$ cat config.mk
export PLATFORM = sky130hd
export DESIGN_NAME = x86_64_instruction_byte_encoder
export DESIGN_NICKNAME = d
export VERILOG_FILES = /design/src/hdl/x86e_pkg.sv /design/src/hdl/x86e_front.sv /design/src/hdl/x86e_fifo.sv /design/src/hdl/x86e_back.sv /design/src/hdl/x86_64_instruction_byte_encoder.sv
export SDC_FILE = /design/constraint.sdc
export NUM_CORES = 1
export LEC_CHECK = 0
export ABC_CLOCK_PERIOD_IN_PS = 5700
export CAP_MARGIN = 20
export CORE_ASPECT_RATIO = 0.75
export CORE_MARGIN = 3
export CORE_UTILIZATION = 63
export CTS_BUF_LIST = sky130_fd_sc_hd__clkbuf_4 sky130_fd_sc_hd__clkbuf_8
export DETAILED_ROUTE_END_ITERATION = 16
export DONT_BUFFER_PORTS = 1
export GPL_TIMING_DRIVEN = 1
export HOLD_SLACK_MARGIN = 0.03
export PLACE_DENSITY = 0.81
export SETUP_SLACK_MARGIN = 0.2
export SLEW_MARGIN = 0
export SYNTH_ARGS = -nofsm -noshare
export SYNTH_HDL_FRONTEND = slang
export SYNTH_HIERARCHICAL = 1
export SYNTH_SLANG_ARGS = --single-unit
$ cat constraint.sdc
create_clock -name clk_i -period 5.7 [get_ports clk_i]
set_input_delay 0.285 -clock clk_i [delete_from_list [all_inputs] [get_ports clk_i]]
set_output_delay 0.285 -clock clk_i [all_outputs]
set_load 0.05 [all_outputs]
$ cat src/hdl/x86e_pkg.sv
// ----------------------------------------------------------------------------
// x86e_pkg: shared types and constants of the instruction byte encoder
// Request and byte beat structs, the decoded instruction record, opcode
// tables and kind codes.
// ----------------------------------------------------------------------------
package x86e_pkg;

  localparam int unsigned MaxBytes = 10;
  localparam int unsigned CntW     = 4;

  typedef struct packed {
    logic [5:0]         req_type;
    logic [3:0]         first_reg;
    logic [3:0]         second_reg;
    logic [63:0]        immediate;
    logic signed [31:0] displacement;
  } req_t;

  typedef struct packed {
    logic [7:0] code_byte;
    logic       last_byte;
  } byte_t;

  // Decoded instruction: up to ten bytes and a byte count.
  typedef struct packed {
    logic [MaxBytes-1:0][7:0] bytes;
    logic [CntW-1:0]          count;
  } insn_t;

  localparam logic [5:0] KindImul   = 6'd4;
  localparam logic [5:0] KindMovI64 = 6'd8;
  localparam logic [5:0] KindMovI32 = 6'd9;
  localparam logic [5:0] KindShlI   = 6'd23;
  localparam logic [5:0] KindShrI   = 6'd24;
  localparam logic [5:0] KindLoad   = 6'd27;
  localparam logic [5:0] KindStore  = 6'd28;
  localparam logic [5:0] KindPush   = 6'd29;
  localparam logic [5:0] KindPop    = 6'd30;
  localparam logic [5:0] KindJmp    = 6'd31;
  localparam logic [5:0] KindJz     = 6'd32;
  localparam logic [5:0] KindJnz    = 6'd33;
  localparam logic [5:0] KindCall   = 6'd34;
  localparam logic [5:0] KindRet    = 6'd35;
  localparam logic [5:0] KindNop    = 6'd36;
  localparam logic [5:0] KindInt3   = 6'd37;

  localparam logic [7:0] RexPlain = 8'h40;
  localparam logic [7:0] RexW     = 8'h08;
  localparam logic [7:0] RexR     = 8'h04;
  localparam logic [7:0] RexB     = 8'h01;

  localparam logic [7:0][7:0] RrOpcode =
    {8'h31, 8'h09, 8'h21, 8'hAF, 8'h39, 8'h29, 8'h01, 8'h89};
  localparam logic [7:0][2:0] Imm32Ext =
    {3'd6, 3'd1, 3'd4, 3'd7, 3'd5, 3'd0, 3'd0, 3'd0};
  localparam logic [10:0][7:0] UnaryOp =
    {8'hD3, 8'hD3, 8'hC1, 8'hC1, 8'hF7, 8'hF7, 8'hF7, 8'hF7, 8'hF7, 8'hFF, 8'hFF};
  localparam logic [10:0][2:0] UnaryExt =
    {3'd5, 3'd4, 3'd5, 3'd4, 3'd7, 3'd6, 3'd4, 3'd2, 3'd3, 3'd1, 3'd0};

endpackage

$ cat src/hdl/x86e_front.sv
// ----------------------------------------------------------------------------
// x86e_front: request decoder
// Classify one request and lay out all its bytes; register the record.
// ----------------------------------------------------------------------------
module x86e_front (
  input  logic            clk_i,
  input  logic            rst_ni,
  input  x86e_pkg::req_t  req_i,
  input  logic            req_valid_i,
  output logic            req_ready_o,
  output x86e_pkg::insn_t insn_o,
  output logic            insn_valid_o,
  input  logic            insn_ready_i
);

  x86e_pkg::insn_t insn_d, insn_q;
  logic            valid_q;

  logic [9:0][7:0] b;
  logic [3:0]      n;

  function automatic logic [7:0] rex_w(logic [3:0] r, logic [3:0] bb);
    rex_w = x86e_pkg::RexPlain | x86e_pkg::RexW | (r[3] ? x86e_pkg::RexR : 8'h00)
          | (bb[3] ? x86e_pkg::RexB : 8'h00);
  endfunction

  function automatic logic [7:0] modrm(logic [1:0] md, logic [2:0] rg, logic [2:0] rm);
    modrm = {md, rg, rm};
  endfunction

  always_comb begin
    logic [5:0]  k;
    logic [3:0]  d, s;
    logic [31:0] disp;
    logic        zero_mode, short_disp;
    logic [1:0]  md;
    logic [3:0]  p;
    logic [3:0]  uk;
    k    = req_i.req_type;
    d    = req_i.first_reg;
    s    = req_i.second_reg;
    disp = req_i.displacement;
    b    = '0;
    n    = '0;
    zero_mode  = (disp == 32'd0) && (s[2:0] != 3'd5);
    short_disp = ((disp + 32'h80) < 32'h100);
    md   = zero_mode ? 2'd0 : (short_disp ? 2'd1 : 2'd2);
    uk   = 4'(k - 6'd16);
    p    = '0;
    if (k < 6'd8) begin
      if (k == x86e_pkg::KindImul) begin
        b[0] = rex_w(d, s);
        b[1] = 8'h0F;
        b[2] = 8'hAF;
        b[3] = modrm(2'd3, d[2:0], s[2:0]);
        n    = 4'd4;
      end else begin
        b[0] = rex_w(s, d);
        b[1] = x86e_pkg::RrOpcode[k[2:0]];
        b[2] = modrm(2'd3, s[2:0], d[2:0]);
        n    = 4'd3;
      end
    end else if (k == x86e_pkg::KindMovI64) begin
      b[0] = rex_w(4'd0, d);
      b[1] = 8'hB8 + {5'd0, d[2:0]};
      for (int i = 0; i < 8; i++) b[2+i] = req_i.immediate[8*i +: 8];
      n = 4'd10;
    end else if (k < 6'd16) begin
      b[0] = rex_w(4'd0, d);
      b[1] = (k == x86e_pkg::KindMovI32) ? 8'hC7 : 8'h81;
      b[2] = modrm(2'd3, x86e_pkg::Imm32Ext[k[2:0]], d[2:0]);
      for (int i = 0; i < 4; i++) b[3+i] = req_i.immediate[8*i +: 8];
      n = 4'd7;
    end else if (k < 6'd27) begin
      b[0] = rex_w(4'd0, d);
      b[1] = x86e_pkg::UnaryOp[uk];
      b[2] = modrm(2'd3, x86e_pkg::UnaryExt[uk], d[2:0]);
      b[3] = {3'd0, req_i.immediate[4:0]};
      n = (k == x86e_pkg::KindShlI || k == x86e_pkg::KindShrI) ? 4'd4 : 4'd3;
    end else begin
      case (k)
        x86e_pkg::KindLoad, x86e_pkg::KindStore: begin
          b[0] = rex_w(d, s);
          b[1] = (k == x86e_pkg::KindLoad) ? 8'h8B : 8'h89;
          b[2] = modrm(md, d[2:0], s[2:0]);
          p = 4'd3;
          if (s[2:0] == 3'd4) begin
            b[3] = 8'h24;
            p = 4'd4;
          end
          if (!zero_mode) begin
            for (int i = 0; i < 4; i++) b[p + 4'(i)] = disp[8*i +: 8];
            p = p + (short_disp ? 4'd1 : 4'd4);
          end
          n = p;
        end
        x86e_pkg::KindPush, x86e_pkg::KindPop: begin
          if (d[3]) begin
            b[0] = x86e_pkg::RexPlain | x86e_pkg::RexB;
            b[1] = ((k == x86e_pkg::KindPush) ? 8'h50 : 8'h58) + {5'd0, d[2:0]};
            n = 4'd2;
          end else begin
            b[0] = ((k == x86e_pkg::KindPush) ? 8'h50 : 8'h58) + {5'd0, d[2:0]};
            n = 4'd1;
          end
        end
        x86e_pkg::KindJmp, x86e_pkg::KindCall: begin
          b[0] = (k == x86e_pkg::KindJmp) ? 8'hE9 : 8'hE8;
          for (int i = 0; i < 4; i++) b[1+i] = disp[8*i +: 8];
          n = 4'd5;
        end
        x86e_pkg::KindJz, x86e_pkg::KindJnz: begin
          b[0] = 8'h0F;
          b[1] = (k == x86e_pkg::KindJz) ? 8'h84 : 8'h85;
          for (int i = 0; i < 4; i++) b[2+i] = disp[8*i +: 8];
          n = 4'd6;
        end
        x86e_pkg::KindRet:  begin b[0] = 8'hC3; n = 4'd1; end
        x86e_pkg::KindNop:  begin b[0] = 8'h90; n = 4'd1; end
        x86e_pkg::KindInt3: begin b[0] = 8'hCC; n = 4'd1; end
        default: n = '0;
      endcase
    end
    insn_d.bytes = b;
    insn_d.count = n;
  end

  // Unused kinds produce nothing: drop them here.
  assign req_ready_o  = !valid_q || insn_ready_i;
  assign insn_o       = insn_q;
  assign insn_valid_o = valid_q;

  always_ff @(posedge clk_i or negedge rst_ni) begin
    if (!rst_ni) begin
      valid_q <= 1'b0;
    end else if (req_ready_o) begin
      valid_q <= req_valid_i && (insn_d.count != '0);
    end
  end

  always_ff @(posedge clk_i) begin
    if (req_ready_o) begin
      insn_q <= insn_d;
    end
  end

  property p_count_range;
    @(posedge clk_i) disable iff (!rst_ni)
      valid_q |-> (insn_q.count != '0 && insn_q.count <= 4'(x86e_pkg::MaxBytes));
  endproperty
  a_count_range: assert property (p_count_range) else $error("bad byte count");

  property p_hold;
    @(posedge clk_i) disable iff (!rst_ni)
      (valid_q && !insn_ready_i) |=> (valid_q && $stable(insn_q));
  endproperty
  a_hold: assert property (p_hold) else $error("decoded record lost");

  property p_mov64;
    @(posedge clk_i) disable iff (!rst_ni)
      (req_valid_i && req_ready_o && req_i.req_type == x86e_pkg::KindMovI64)
        |=> (insn_q.count == 4'd10);
  endproperty
  a_mov64: assert property (p_mov64) else $error("imm64 length wrong");

endmodule

$ cat src/hdl/x86e_fifo.sv
// ----------------------------------------------------------------------------
// x86e_fifo: two-entry record queue
// Decouple the decoder from the byte emitter.
// ----------------------------------------------------------------------------
module x86e_fifo (
  input  logic            clk_i,
  input  logic            rst_ni,
  input  x86e_pkg::insn_t wdata_i,
  input  logic            wvalid_i,
  output logic            wready_o,
  output x86e_pkg::insn_t rdata_o,
  output logic            rvalid_o,
  input  logic            rready_i
);

  x86e_pkg::insn_t mem_q [2];
  logic            wptr_q, rptr_q;
  logic [1:0]      cnt_q;
  logic            wr, rd;

  assign wready_o = cnt_q != 2'd2;
  assign rvalid_o = cnt_q != 2'd0;
  assign rdata_o  = mem_q[rptr_q];
  assign wr = wvalid_i && wready_o;
  assign rd = rvalid_o && rready_i;

  always_ff @(posedge clk_i or negedge rst_ni) begin
    if (!rst_ni) begin
      wptr_q <= 1'b0;
      rptr_q <= 1'b0;
      cnt_q  <= 2'd0;
    end else begin
      if (wr) wptr_q <= !wptr_q;
      if (rd) rptr_q <= !rptr_q;
      cnt_q <= cnt_q + {1'b0, wr} - {1'b0, rd};
    end
  end

  always_ff @(posedge clk_i) begin
    if (wr) begin
      mem_q[wptr_q] <= wdata_i;
    end
  end

  property p_no_overflow;
    @(posedge clk_i) disable iff (!rst_ni) cnt_q <= 2'd2;
  endproperty
  a_no_overflow: assert property (p_no_overflow) else $error("queue overflow");

  property p_count_track;
    @(posedge clk_i) disable iff (!rst_ni)
      (wr && !rd) |=> (cnt_q == $past(cnt_q) + 2'd1);
  endproperty
  a_count_track: assert property (p_count_track) else $error("queue count slip");

  property p_pointer_gap;
    @(posedge clk_i) disable iff (!rst_ni)
      (cnt_q == 2'd1) |-> (wptr_q != rptr_q);
  endproperty
  a_pointer_gap: assert property (p_pointer_gap) else $error("pointer mismatch");

endmodule

$ cat src/hdl/x86e_back.sv
// ----------------------------------------------------------------------------
// x86e_back: byte emitter
// Walk one record byte by byte into a registered output stage.
// ----------------------------------------------------------------------------
module x86e_back (
  input  logic            clk_i,
  input  logic            rst_ni,
  input  x86e_pkg::insn_t insn_i,
  input  logic            insn_valid_i,
  output logic            insn_ready_o,
  output x86e_pkg::byte_t beat_o,
  output logic            empty,
  input  logic            pop
);

  logic [x86e_pkg::CntW-1:0] idx_q;
  logic                      ovalid_q;
  x86e_pkg::byte_t           beat_q;
  logic                      load, last;

  assign load         = insn_valid_i && (!ovalid_q || pop);
  assign last         = (idx_q + 4'd1) == insn_i.count;
  assign insn_ready_o = load && last;
  assign beat_o       = beat_q;
  assign empty        = !ovalid_q;

  always_ff @(posedge clk_i or negedge rst_ni) begin
    if (!rst_ni) begin
      idx_q    <= '0;
      ovalid_q <= 1'b0;
    end else begin
      if (load) begin
        ovalid_q <= 1'b1;
        idx_q    <= last ? '0 : idx_q + 4'd1;
      end else if (pop) begin
        ovalid_q <= 1'b0;
      end
    end
  end

  always_ff @(posedge clk_i) begin
    if (load) begin
      beat_q.code_byte <= insn_i.bytes[idx_q];
      beat_q.last_byte <= last;
    end
  end

  property p_idx_range;
    @(posedge clk_i) disable iff (!rst_ni)
      insn_valid_i |-> (idx_q < insn_i.count);
  endproperty
  a_idx_range: assert property (p_idx_range) else $error("byte index overrun");

  property p_idx_reset;
    @(posedge clk_i) disable iff (!rst_ni) insn_ready_o |=> (idx_q == '0);
  endproperty
  a_idx_reset: assert property (p_idx_reset) else $error("index not cleared");

  property p_last_done;
    @(posedge clk_i) disable iff (!rst_ni)
      (load && last) |=> beat_q.last_byte;
  endproperty
  a_last_done: assert property (p_last_done) else $error("last mark missing");

endmodule

$ cat src/hdl/x86_64_instruction_byte_encoder.sv
// ----------------------------------------------------------------------------
// x86_64_instruction_byte_encoder: x86-64 machine code emitter
// Turn one instruction request into its REX/opcode/ModRM/SIB/disp/imm bytes.
// ----------------------------------------------------------------------------
//  channel | ports                        | handshake
//  request | req_i (x86e_pkg::req_t)      | push, full
//  bytes   | beat_o (x86e_pkg::byte_t)    | pop, empty
//
// One request per cycle enters the decoder while full is low; the emitter then
// sends one byte beat per cycle unless pop stalls, 1..10 beats per request.
// Throughput is set by the emitter's single output byte port.
// Reset clears valid flags, pointers and counters only; no clearing pass.
// A stall on pop holds the output beat; the two-entry queue absorbs it.
// Unused kinds are dropped in the decoder and produce no beat.
// ----------------------------------------------------------------------------
module x86_64_instruction_byte_encoder (
  input  logic            clk_i,
  input  logic            rst_ni,
  input  x86e_pkg::req_t  req_i,
  input  logic            push,
  output logic            full,
  output x86e_pkg::byte_t beat_o,
  output logic            empty,
  input  logic            pop
);

  x86e_pkg::insn_t dec_insn, q_insn;
  logic dec_valid, dec_ready, q_valid, q_ready, ready;

  // Accept a request whenever the decoder stage can advance.
  assign full = !ready;

  x86e_front u_front (
    .clk_i, .rst_ni,
    .req_i,
    .req_valid_i  (push),
    .req_ready_o  (ready),
    .insn_o       (dec_insn),
    .insn_valid_o (dec_valid),
    .insn_ready_i (dec_ready)
  );

  x86e_fifo u_fifo (
    .clk_i, .rst_ni,
    .wdata_i  (dec_insn),
    .wvalid_i (dec_valid),
    .wready_o (dec_ready),
    .rdata_o  (q_insn),
    .rvalid_o (q_valid),
    .rready_i (q_ready)
  );

  x86e_back u_back (
    .clk_i, .rst_ni,
    .insn_i       (q_insn),
    .insn_valid_i (q_valid),
    .insn_ready_o (q_ready),
    .beat_o,
    .empty,
    .pop
  );

endmodule

### Word-level counts from Yosys, hierarchy flattened

Memories as Yosys holds them, arrays and structs flattened.
Cells that the tools add are included.

| storage, ports and cells | value |
|---|---|
| register bits | 103 |
| bits in writable memories | 168 |
| memory bits (read-only) | 264 |
| output and inout port bits | 11 |
| memories | 5 |

| operators by class | value |
|---|---|
| add/sub/neg operators | 11 |
| $lt $le $gt $ge | 15 |
| eq/ne operators | 20 |
| multiplexer cells | 73 |
| bitwise gates (word level) | 2 |
| reductions and logical operators | 27 |

Memory list:

| memory | words | bits a word | read ports | clocked after memory_dff | wr ports | line | RTL |
|---|---|---|---|---|---|---|---|
| u_fifo.mem_q | 2 | 84 | 1 | 0 | 1 | x86e_fifo.sv:16 | `x86e_pkg::insn_t mem_q [2];` |
| (name not given) | 16 | 8 | 1 | 0 | 0 | x86e_front.sv:76 | `b[1] = x86e_pkg::UnaryOp[uk];` |
| (name not given) | 8 | 8 | 1 | 0 | 0 | x86e_front.sv:59 | `b[1] = x86e_pkg::RrOpcode[k[2:0]];` |
| (name not given) | 16 | 3 | 1 | 0 | 0 | x86e_front.sv:77 | `b[2] = modrm(2'd3, x86e_pkg::UnaryExt[uk], d[2:0]);` |
| (name not given) | 8 | 3 | 1 | 0 | 0 | x86e_front.sv:71 | `b[2] = modrm(2'd3, x86e_pkg::Imm32Ext[k[2:0]], d[2:0]);` |

Operator list:

| operator | count |
|---|---|
| bitwise mux 80 bit | 4 |
| 2-to-1 mux 80 bit | 3 |
| demux 8 bit (select 4 bit) | 4 |
| 2-to-1 mux 8 bit | 15 |
| 2-to-1 mux 32 bit | 3 |
| case mux 24 bit (3 select lines) | 1 |
| 2-to-1 mux 56 bit | 1 |
| case mux 8 bit (7 select lines) | 1 |
| 2-to-1 mux 4 bit | 12 |
| 2-to-1 mux 48 bit | 1 |
| equality test 6 x 5 -> 1 bit, second input constant | 7 |
| equality test 6 bit, second input constant | 6 |
| adder 32 x 8 -> 32 bit, second input constant | 1 |
| binary-select mux 8 bit (select 4 bit) | 1 |
| logical NOT 32 bit | 1 |
| less-than comparator 32 x 9 -> 1 bit, second input constant | 1 |
| case mux 8 bit (4 select lines) | 1 |
| less-than comparator 4 x 5 -> 1 bit, second input constant | 6 |
| 2-to-1 mux 24 bit | 1 |
| 2-to-1 mux 3 bit | 8 |
| 2-to-1 mux 23 bit | 1 |
| case mux 4 bit (5 select lines) | 1 |
| greater-or-equal comparator 4 x 1 -> 1 bit, second input constant | 4 |
| case mux 8 bit (2 select lines) | 1 |
| other kinds (30) | 63 |

### Depth between registers and ports, before layout

Gate-level depths: netlist of run 1.

| logic depth | value |
|---|---|
| depth in word-level cells | 22 |
| depth in mapped cells | 12 |
| depth with buffers taken out | 12 |

### Modules after synthesis

Netlist of run 1, hierarchy kept.

By module, submodules not included:

| module | times used | cells each | area each (µm²) |
|---|---|---|---|
| x86e_fifo | 1 | 283 | 6282.3 |
| x86e_front | 1 | 631 | 5885.6 |
| x86e_back | 1 | 121 | 1290.0 |
| x86_64_instruction_byte_encoder | 1 | 1 | 3.8 |

### Worst setup path after synthesis of run 1

OpenSTA, ideal clock, no wires.

| timing | value |
|---|---|
| path kind | reg-to-reg |
| start | reg u_fifo.cnt_q[0] |
| end | mem u_fifo/mem_q[0][0] in the netlist's numbering (enable) |
| setup time | 0.527 ns |
| arrival time | 4.147 ns |
| path slack | 1.026 ns |
| cell stages (with the launch flop) | 4 |
| buffers on the path | 0 |
| period minus slack after synthesis | 4.674 ns |
| path through | dfrtp_1 -> nand2b_1 -> nand2_1 -> nor2_1 |

| between the ends | value |
|---|---|
| word-level cells in the longest chain between the ends | 4 |

RTL lines:

| element | line | RTL |
|---|---|---|
| start: declaration | x86e_fifo.sv:18 | `logic [1:0] cnt_q;` |
| start signal: assignment | x86e_fifo.sv:35 | `cnt_q <= cnt_q + {1'b0, wr} - {1'b0, rd};` |
| != test 2 bit | x86e_fifo.sv:21 | `assign wready_o = cnt_q != 2'd2;` |
| via dec_ready | x86_64_instruction_byte_encoder.sv:28 | `logic dec_valid, dec_ready, q_valid, q_ready, ready;` |
| logical AND 1 bit | x86e_fifo.sv:24 | `assign wr = wvalid_i && wready_o;` |
| 2-to-1 mux 1 bit | x86e_fifo.sv:40 | `if (wr) begin` |
| 2-to-1 mux 1 bit (implied by the code) | x86e_fifo.sv:41 | `mem_q[wptr_q] <= wdata_i;` |
| end: declaration | x86e_fifo.sv:16 |  |

The timed path passes the listed nets, and every way through them passes these cells.

### Worst setup path in the final report of run 1

| timing | value |
|---|---|
| start | in req_i[104] in the netlist's numbering |
| end | reg u_front.insn_q (netlist bit u_front/insn_o[67]) (data pin) |

| between the ends | value |
|---|---|
| word-level cells in the longest chain between the ends | 6 |
| elaborated cells between the ends (all ways) | 11 |
| classes of those cells | 3 x order compare; 3 x eq/ne; 4 x mux; 1 x reduce/logical |

RTL lines:

| element | line | RTL |
|---|---|---|
| start: declaration | x86_64_instruction_byte_encoder.sv:19 | `input x86e_pkg::req_t req_i,` |
| branches (longest 6 deep; another with less-than comparator 6 x 5 -> 1 bit) | - |  |
| end signal: assignment | x86e_front.sv:143 | `insn_q <= insn_d;` |
| end: declaration | x86e_front.sv:16 | `x86e_pkg::insn_t insn_d, insn_q;` |

Parallel ways; which one is timed is not known.
A chain may end at the register's enable or synchronous reset.

==> results.yml, run 1 <==
status:
  status: "completed"
synthesis:
  synth-warning-count: 6
  synth_top_family_by_area: "compound AO/OA/AOI/OAI gates"
  synth_cell_types: 83
  synth_area_leader_cell: "edfxtp_1"
  synth-edff-count: 261
  ys.flop_type: "edfxtp_1"
  ys_ff_latch: 271
  syn_avg_cell_area_sq_um: 13.0
  synth_xor_area_frac: 0.0115
  synth_simple_gate_area_frac: 0.0958
  synth_fp_nets: 1163
  ys_async_sr_fraction: 0.0369
  netlist.area_leader.share: 0.582
  yosys.area_share.adder: 0.0121
  yosysSeqAreaShare: 0.601
  syn_area_sq_um: 13500
  synthMuxAreaShare: 0.114
  synth_area_leaders: "edfxtp_1, mux2_2, nand2_1"
  synth_compound_area_frac: 0.132
  syn_inst: 1036
die:
  io_pins: 125
  die_w_microns: 175
  fp.dieH_microns: 133
  row_count: 45
  fp.coreArea_sq_um: 20600
  start_util: 0.653
  die_area_sq_um: 23200
sta:
  fmax_ghz: 0.276
  slew_headroom: 0.291
  min_period_over_period: 0.635
  worst_pin_slew_ns: 1.06
  hold_violations: 0
  finalMaxSlewViolations: 0
  skew_ns: 0.0237
  rsz0062_at_grt: "no"
  finalSetupViolCount: 0
  fin_crit_ns: 3.62
  finalSetupTns_ns: 0
placed_design:
  place.gp.congestion: 0.971
  dp_cells: 1246
  hpwl_mm: 22.6
  place_area_sq_um: 13500
  portBuffers: 0
layout:
  syn2layout_area_growth_pct: 11.6
  stdcell_area_sq_um: 15000
  multiInputGateArea_sq_um: 4950
  drive_gt1_frac: 0.184
  fin_cells: 1385
  seq_area_sq_um: 8090
  n_fill_cell: 1311
  final_util: 0.729
  final_common_cell: "edfxtp_1"
  final_cell_mix: "edfxtp_1, nand2_1, mux2_2"
  final_nets: 1199
drt:
  routedWlPerCell_microns: 25.9
  vias: 9560
  drtIter0Drc: 1792
  wl_mm: 35.9
  drt-pass1-iter-count: 12
  drc_errors: 0
  drtAntennaViolNets: 0
  vias_per_cell: 6.90
clock_network:
  path_clk_slew_ns: 0.07
  clock-sinks: 271
  insertion_delay_ns: 0.54
  post-cts-setup-buffers: 0
  cts_resized: 0
  cts_root_buf: "clkbuf_8"
  cts_buffer_depth: 3
  htreeDepth: 2
  tritoncts: "done"
  cts-buffers-inserted: 40
power:
  vdd_drop_max_uv: 268
  pwr-share-seq: 0.519
  p_sw_frac: 0.318
  power.total_w: 0.00674
  powerDensity_nw_per_um2: 448
  pwr-share-clk: 0.230
  internal-power_w: 0.00460
  comb_power_share: 0.251
  leakage_nw: 5.40
  p_sw_w: 0.00214
setup_path:
  crit_fanout: 20
  cp.arrival_ns: 3.90
  cpPeakStageDelay_ns: 0.73
  crit_chain: "inv_1 > ha_1 > nand2_1 > nor2_1 > nand2_1 > nand2_1 > nor3_1 > a22o_1 > dlygate4sd3_1"
  worst_setup_path_start_kind: "input port"
  cp_common_cell: "nand2_1"
  worst_path_max_delay_cell: "nand2_1"
  crit_path_end_kind: "register"
  cp.required_ns: 5.98
  critPathKind: "in -> reg"
flow_run:
  maxCapViolCount: 0
global_routing:
  grt_pass1_vias: 9243
  grt_pass1_wl_mm: 54.6
  grt_overflow: 0
  grt_max_degree: 85
  groute.usage.overall: 0.308
  antenna_found_initial: 3
min_path:
  hp-class: "in -> reg"
## critical path: cells and delay by family
kind / cells / cell delay [ns]
simple gates: 5 / 2.32
buf+inv: 2 / 0.65
fa+ha+maj: 1 / 0.35
compound gates: 1 / 0.28
## cell families (layout without fill, tap and decap cells)
group | count (synthesis) | count (layout)
AO/OA/AOI/OAI | 253 | 253
XOR/XNOR | 16 | 16
adder cells (fa/ha/maj) | 13 | 13
buffers and inverters | 100 | 165
flip-flops | 271 | 271
multiplexers | 132 | 132
other | 0 | 2
AND/OR/NAND/NOR | 251 | 251
## worst paths after layout
| check | startpoint | end | slack, ns | cells after the start |
|---|---|---|---|---|
| max in group asynchronous | rst_ni | u_fifo/rptr_q$_DFFE_PN0P_ | 5.08 | 1 |
| worst max register to register | u_back/idx_q[1]$_DFFE_PN0P_ | u_fifo/cnt_q[1]$_DFF_PN0_ | 2.49 | 9 |
| worst min-delay path | req_i[68] | u_front/insn_o[56]$_SDFFCE_PP0P_ | 0.06 | 2 |
| min in group asynchronous | rst_ni | u_back/idx_q[2]$_DFFE_PN0P_ | 0.18 | 1 |
| worst min register to register | u_front/insn_o[37]$_SDFFCE_PP0P_ | u_fifo/mem_q[0][37]$_DFFE_PP_ | 0.43 | 0 |
| worst max-delay path | req_i[104] | u_front/insn_o[67]$_SDFFCE_PP0P_ | 2.08 | 9 |
## per-layer routing
metal / vias up / GRT usage / share of wire
met5: - / 0 / 0.00056
met4: 4 / 0.0686 / 0.026
met2: 752 / 0.461 / 0.44
met3: 108 / 0.0929 / 0.14
li1: 4122 / - / -
met1: 4574 / 0.451 / 0.39
## synth_stat cells, drive strengths merged (10+ instances only)
cell	number
nand2	94
clkbuf	59
a22oi	12
buf	24
a22o	16
o22ai	14
nand3	16
o21ai	61
and2	20
xnor2	12
a21oi	40
mux2i	33
ha	13
mux2	91
o211ai	10
a31oi	18
a222oi	25
edfxtp	261
nand4	10
nand2b	12
inv	17
nor2	39
dfrtp	10
## power groups by stage
stage,Clock [W],Combinational [W],Sequential (W)
2_1_floorplan,0,0.00136,0.00334
3_5_place_dp,0,0.00155,0.00357
6_report,0.00155,0.00169,0.00350
3_3_place_gp,0,0.00153,0.00352
5_1_grt,0.00167,0.00181,0.00357
4_1_cts,0.00156,0.00160,0.00353
## cell type report
| type | count | share of cell area |
|---|---|---|
| Tap cell | 282 | 0.0235 |
| Clock inverter | 17 | 0.00816 |
| Inverter | 17 | 0.00425 |
| Timing Repair Buffer | 77 | 0.0513 |
| Clock buffer | 54 | 0.0441 |
| Multi-Input combinational cell | 665 | 0.330 |
| Antenna cell | 2 | 0.000333 |
| Sequential cell | 271 | 0.539 |
## sequential cells by signal, indices dropped and copies added (netlist names)
| signal | flops |
|---|---|
| u_fifo/mem_q | 168 |
| u_front/insn_o | 84 |
| u_back/beat_o | 9 |
| u_back/idx_q | 4 |
| u_fifo/cnt_q | 2 |
| u_back/ovalid_q | 1 |
| u_fifo/rptr_q | 1 |
| u_fifo/wptr_q | 1 |
| u_front/insn_valid_o | 1 |
## stage by stage
stage | setup WS, ns | hold slack (ns)
2_1_floorplan | 1.03 | -0.0106
3_3_place_gp | 2.46 | -0.0102
6_report | 2.08 | 0.0625
5_1_grt | 2.03 | 0.0304
4_1_cts | 2.29 | 0.0307
3_5_place_dp | 2.31 | -0.0102
## repair_timing
action | in CTS | in global routing
endpoints found under the hold margin | 61 | 0
hold buffers | 64 | 0
setup endpoints to repair | 0 | 0
Power figures use the tool's default switching activity.
==> run 2: changes to the inputs <==
--- a/config.mk
+++ b/config.mk
@@ -5,7 +5,7 @@
 export SDC_FILE = /design/constraint.sdc
 export NUM_CORES = 1
 export LEC_CHECK = 0
-export ABC_CLOCK_PERIOD_IN_PS = 5700
+export ABC_CLOCK_PERIOD_IN_PS = 3490
 export CAP_MARGIN = 20
 export CORE_ASPECT_RATIO = 0.75
 export CORE_MARGIN = 3
==> constraint.sdc (replaced) <==
create_clock -name clk_i -period 3.49 [get_ports clk_i]
set_input_delay 0.1745 -clock clk_i [delete_from_list [all_inputs] [get_ports clk_i]]
set_output_delay 0.1745 -clock clk_i [all_outputs]
set_load 0.05 [all_outputs]
==> results.yml, run 2 (synthesized netlist as in run 1, its figures left out) <==
status:
  status: "completed"
sta:
  finalSetupTns_ns: 0
  min_period_over_period: 0.895
  slew_headroom: 0.300
  finalSetupViolCount: 0
  setup_ws_ns: 0.367
  fmax_ghz: 0.320
  fin_crit_ns: 3.12
  rsz0062_at_grt: "no"
  hold_violations: 0
  skew_ns: 0.0348
  finalMaxSlewViolations: 0
  worst_pin_slew_ns: 1.05
drt:
  drt-pass1-iter-count: 10
  vias_per_cell: 6.88
  drc_errors: 0
  drtAntennaViolNets: 0
  routedWlPerCell_microns: 26.5
  vias: 9883
  drtIter0Drc: 1568
  wl_mm: 38.0
layout:
  largest_reg_flops: 168
  largest-register: "u_fifo/mem_q"
  final_common_cell: "edfxtp_1"
  n_fill_cell: 1306
  drive_gt1_frac: 0.181
  syn2layout_area_growth_pct: 14.7
  final_nets: 1249
  final_cell_mix: "edfxtp_1, dlygate4sd3_1, nand2_1"
global_routing:
  grt_overflow: 0
  grt_pass1_vias: 9494
  grt_pass1_wl_mm: 57.4
  grt_max_degree: 85
  groute.usage.overall: 0.325
  antenna_found_initial: 1
setup_path:
  worst_path_max_delay_cell: "dlygate4sd3_1"
  rr_endpoint: "u_fifo/cnt_q[1]$_DFF_PN0_"
  crit_fanout: 50
  crit_path_end_kind: "register"
  crit_family: "buffers and inverters"
  cp_common_cell: "dlygate4sd3_1"
  reg2reg_slack_ns: 0.75
  ff2ff_path_depth: 9
  worst_setup_path_start_kind: "input port"
  worst-path-buf-inv: 4
  crit_chain: "inv_1 > ha_1 > nand3b_1 > nor2_4 > buf_4 > a22oi_1 > dlygate4sd3_1 > o211ai_1 > dlygate4sd3_1"
  cp.arrival_ns: 3.52
  cpPeakStageDelay_ns: 0.63
  cp.required_ns: 3.88
  rr_startpoint: "u_fifo/rptr_q$_DFFE_PN0P_"
  critPathKind: "in -> reg"
clock_network:
  htreeDepth: 2
  tritoncts: "done"
  insertion_delay_ns: 0.54
  cts_buffer_depth: 3
  post-cts-setup-buffers: 0
  path_clk_slew_ns: 0.06
  clock-sinks: 271
  cts_resized: 0
  hold_buffers: 102
  cts-buffers-inserted: 39
  cts_root_buf: "clkbuf_8"
die:
  io_pins: 125
  fp.dieH_microns: 133
  row_count: 45
  fp.coreArea_sq_um: 20600
  die_w_microns: 175
  die_area_sq_um: 23200
  start_util: 0.653
placed_design:
  portBuffers: 0
  hpwl_mm: 24.7
  place.gp.congestion: 0.987
  pre_cts_ws_ns: 0.467
power:
  powerDensity_nw_per_um2: 706
  vdd_drop_max_uv: 465
  power.total_w: 0.0109
  leakage_nw: 5.62
min_path:
  hp-class: "in -> async"
flow_run:
  maxCapViolCount: 0
## run 2: metrics by stage
step	hold WS (ns)	util	cell area [sq um]	instances
after floorplan	-0.121	-	13500	1036
after global placement	-0.121	0.664	13700	1261
after detailed placement	-0.121	0.664	13700	1261
after CTS	0.0318	0.749	15400	1434
after global routing	0.0453	0.749	15400	1434
final	0.0475	0.749	15400	1436
## run 2: layer usage
metal | up-vias | part of all wire | wire [microns] | GRT usage
li1 | 4227 | - | - | -
met1 | 4745 | 0.40 | 15100 | 0.457
met2 | 758 | 0.43 | 16300 | 0.476
met3 | 149 | 0.13 | 5060 | 0.114
met4 | 4 | 0.041 | 1570 | 0.109
met5 | - | 0.0011 | 43 | 0
## run 2: report_power, final
| group | total [W] | switching, W | internal, W |
|---|---|---|---|
| combinational | 0.00299 | 0.00170 | 0.00129 |
| sequential | 0.00556 | 0.000622 | 0.00494 |
| clock | 0.00235 | 0.00115 | 0.00121 |
## run 2: cell type report
type,count,area [sq um],share of cell area
Antenna cell,2,5.00,0.000324
Clock inverter,19,96.3,0.00624
Timing Repair Buffer,128,1240,0.0804
Clock buffer,52,641,0.0415
Multi-Input combinational cell,665,4950,0.321
Sequential cell,271,8090,0.524
Inverter,17,63.8,0.00413
Tap cell,282,353,0.0228
## run 2: worst max-delay path by stage
stage / from / to / slack [ns] / depth (start not counted)
2_1_floorplan: u_fifo/cnt_q[0]$_DFF_PN0_ / u_fifo/mem_q[0][0]$_DFFE_PP_ / 0.23 / 3
3_3_place_gp: req_i[20] / u_front/insn_o[0]$_DFFE_PP_ / 0.51 / 11
3_5_place_dp: req_i[20] / u_front/insn_o[0]$_DFFE_PP_ / 0.47 / 11
4_1_cts: req_i[104] / u_front/insn_o[28]$_DFFE_PP_ / 0.66 / 9
5_1_grt: req_i[104] / u_front/insn_o[28]$_DFFE_PP_ / 0.29 / 9
6_report: req_i[104] / u_front/insn_o[31]$_DFFE_PP_ / 0.37 / 9
## run 2: worst reg2reg max path: cells and delay by family, from the launching register on
family / cells / cell delay, ns
AOI/OAI and AO/OA: 1 / 0.21
xor gates and xnor gates: 2 / 0.31
adders and majority gates: 1 / 0.17
DFF: 1 / 0.62
muxes: 1 / 0.41
and+or+nand+nor: 4 / 0.95
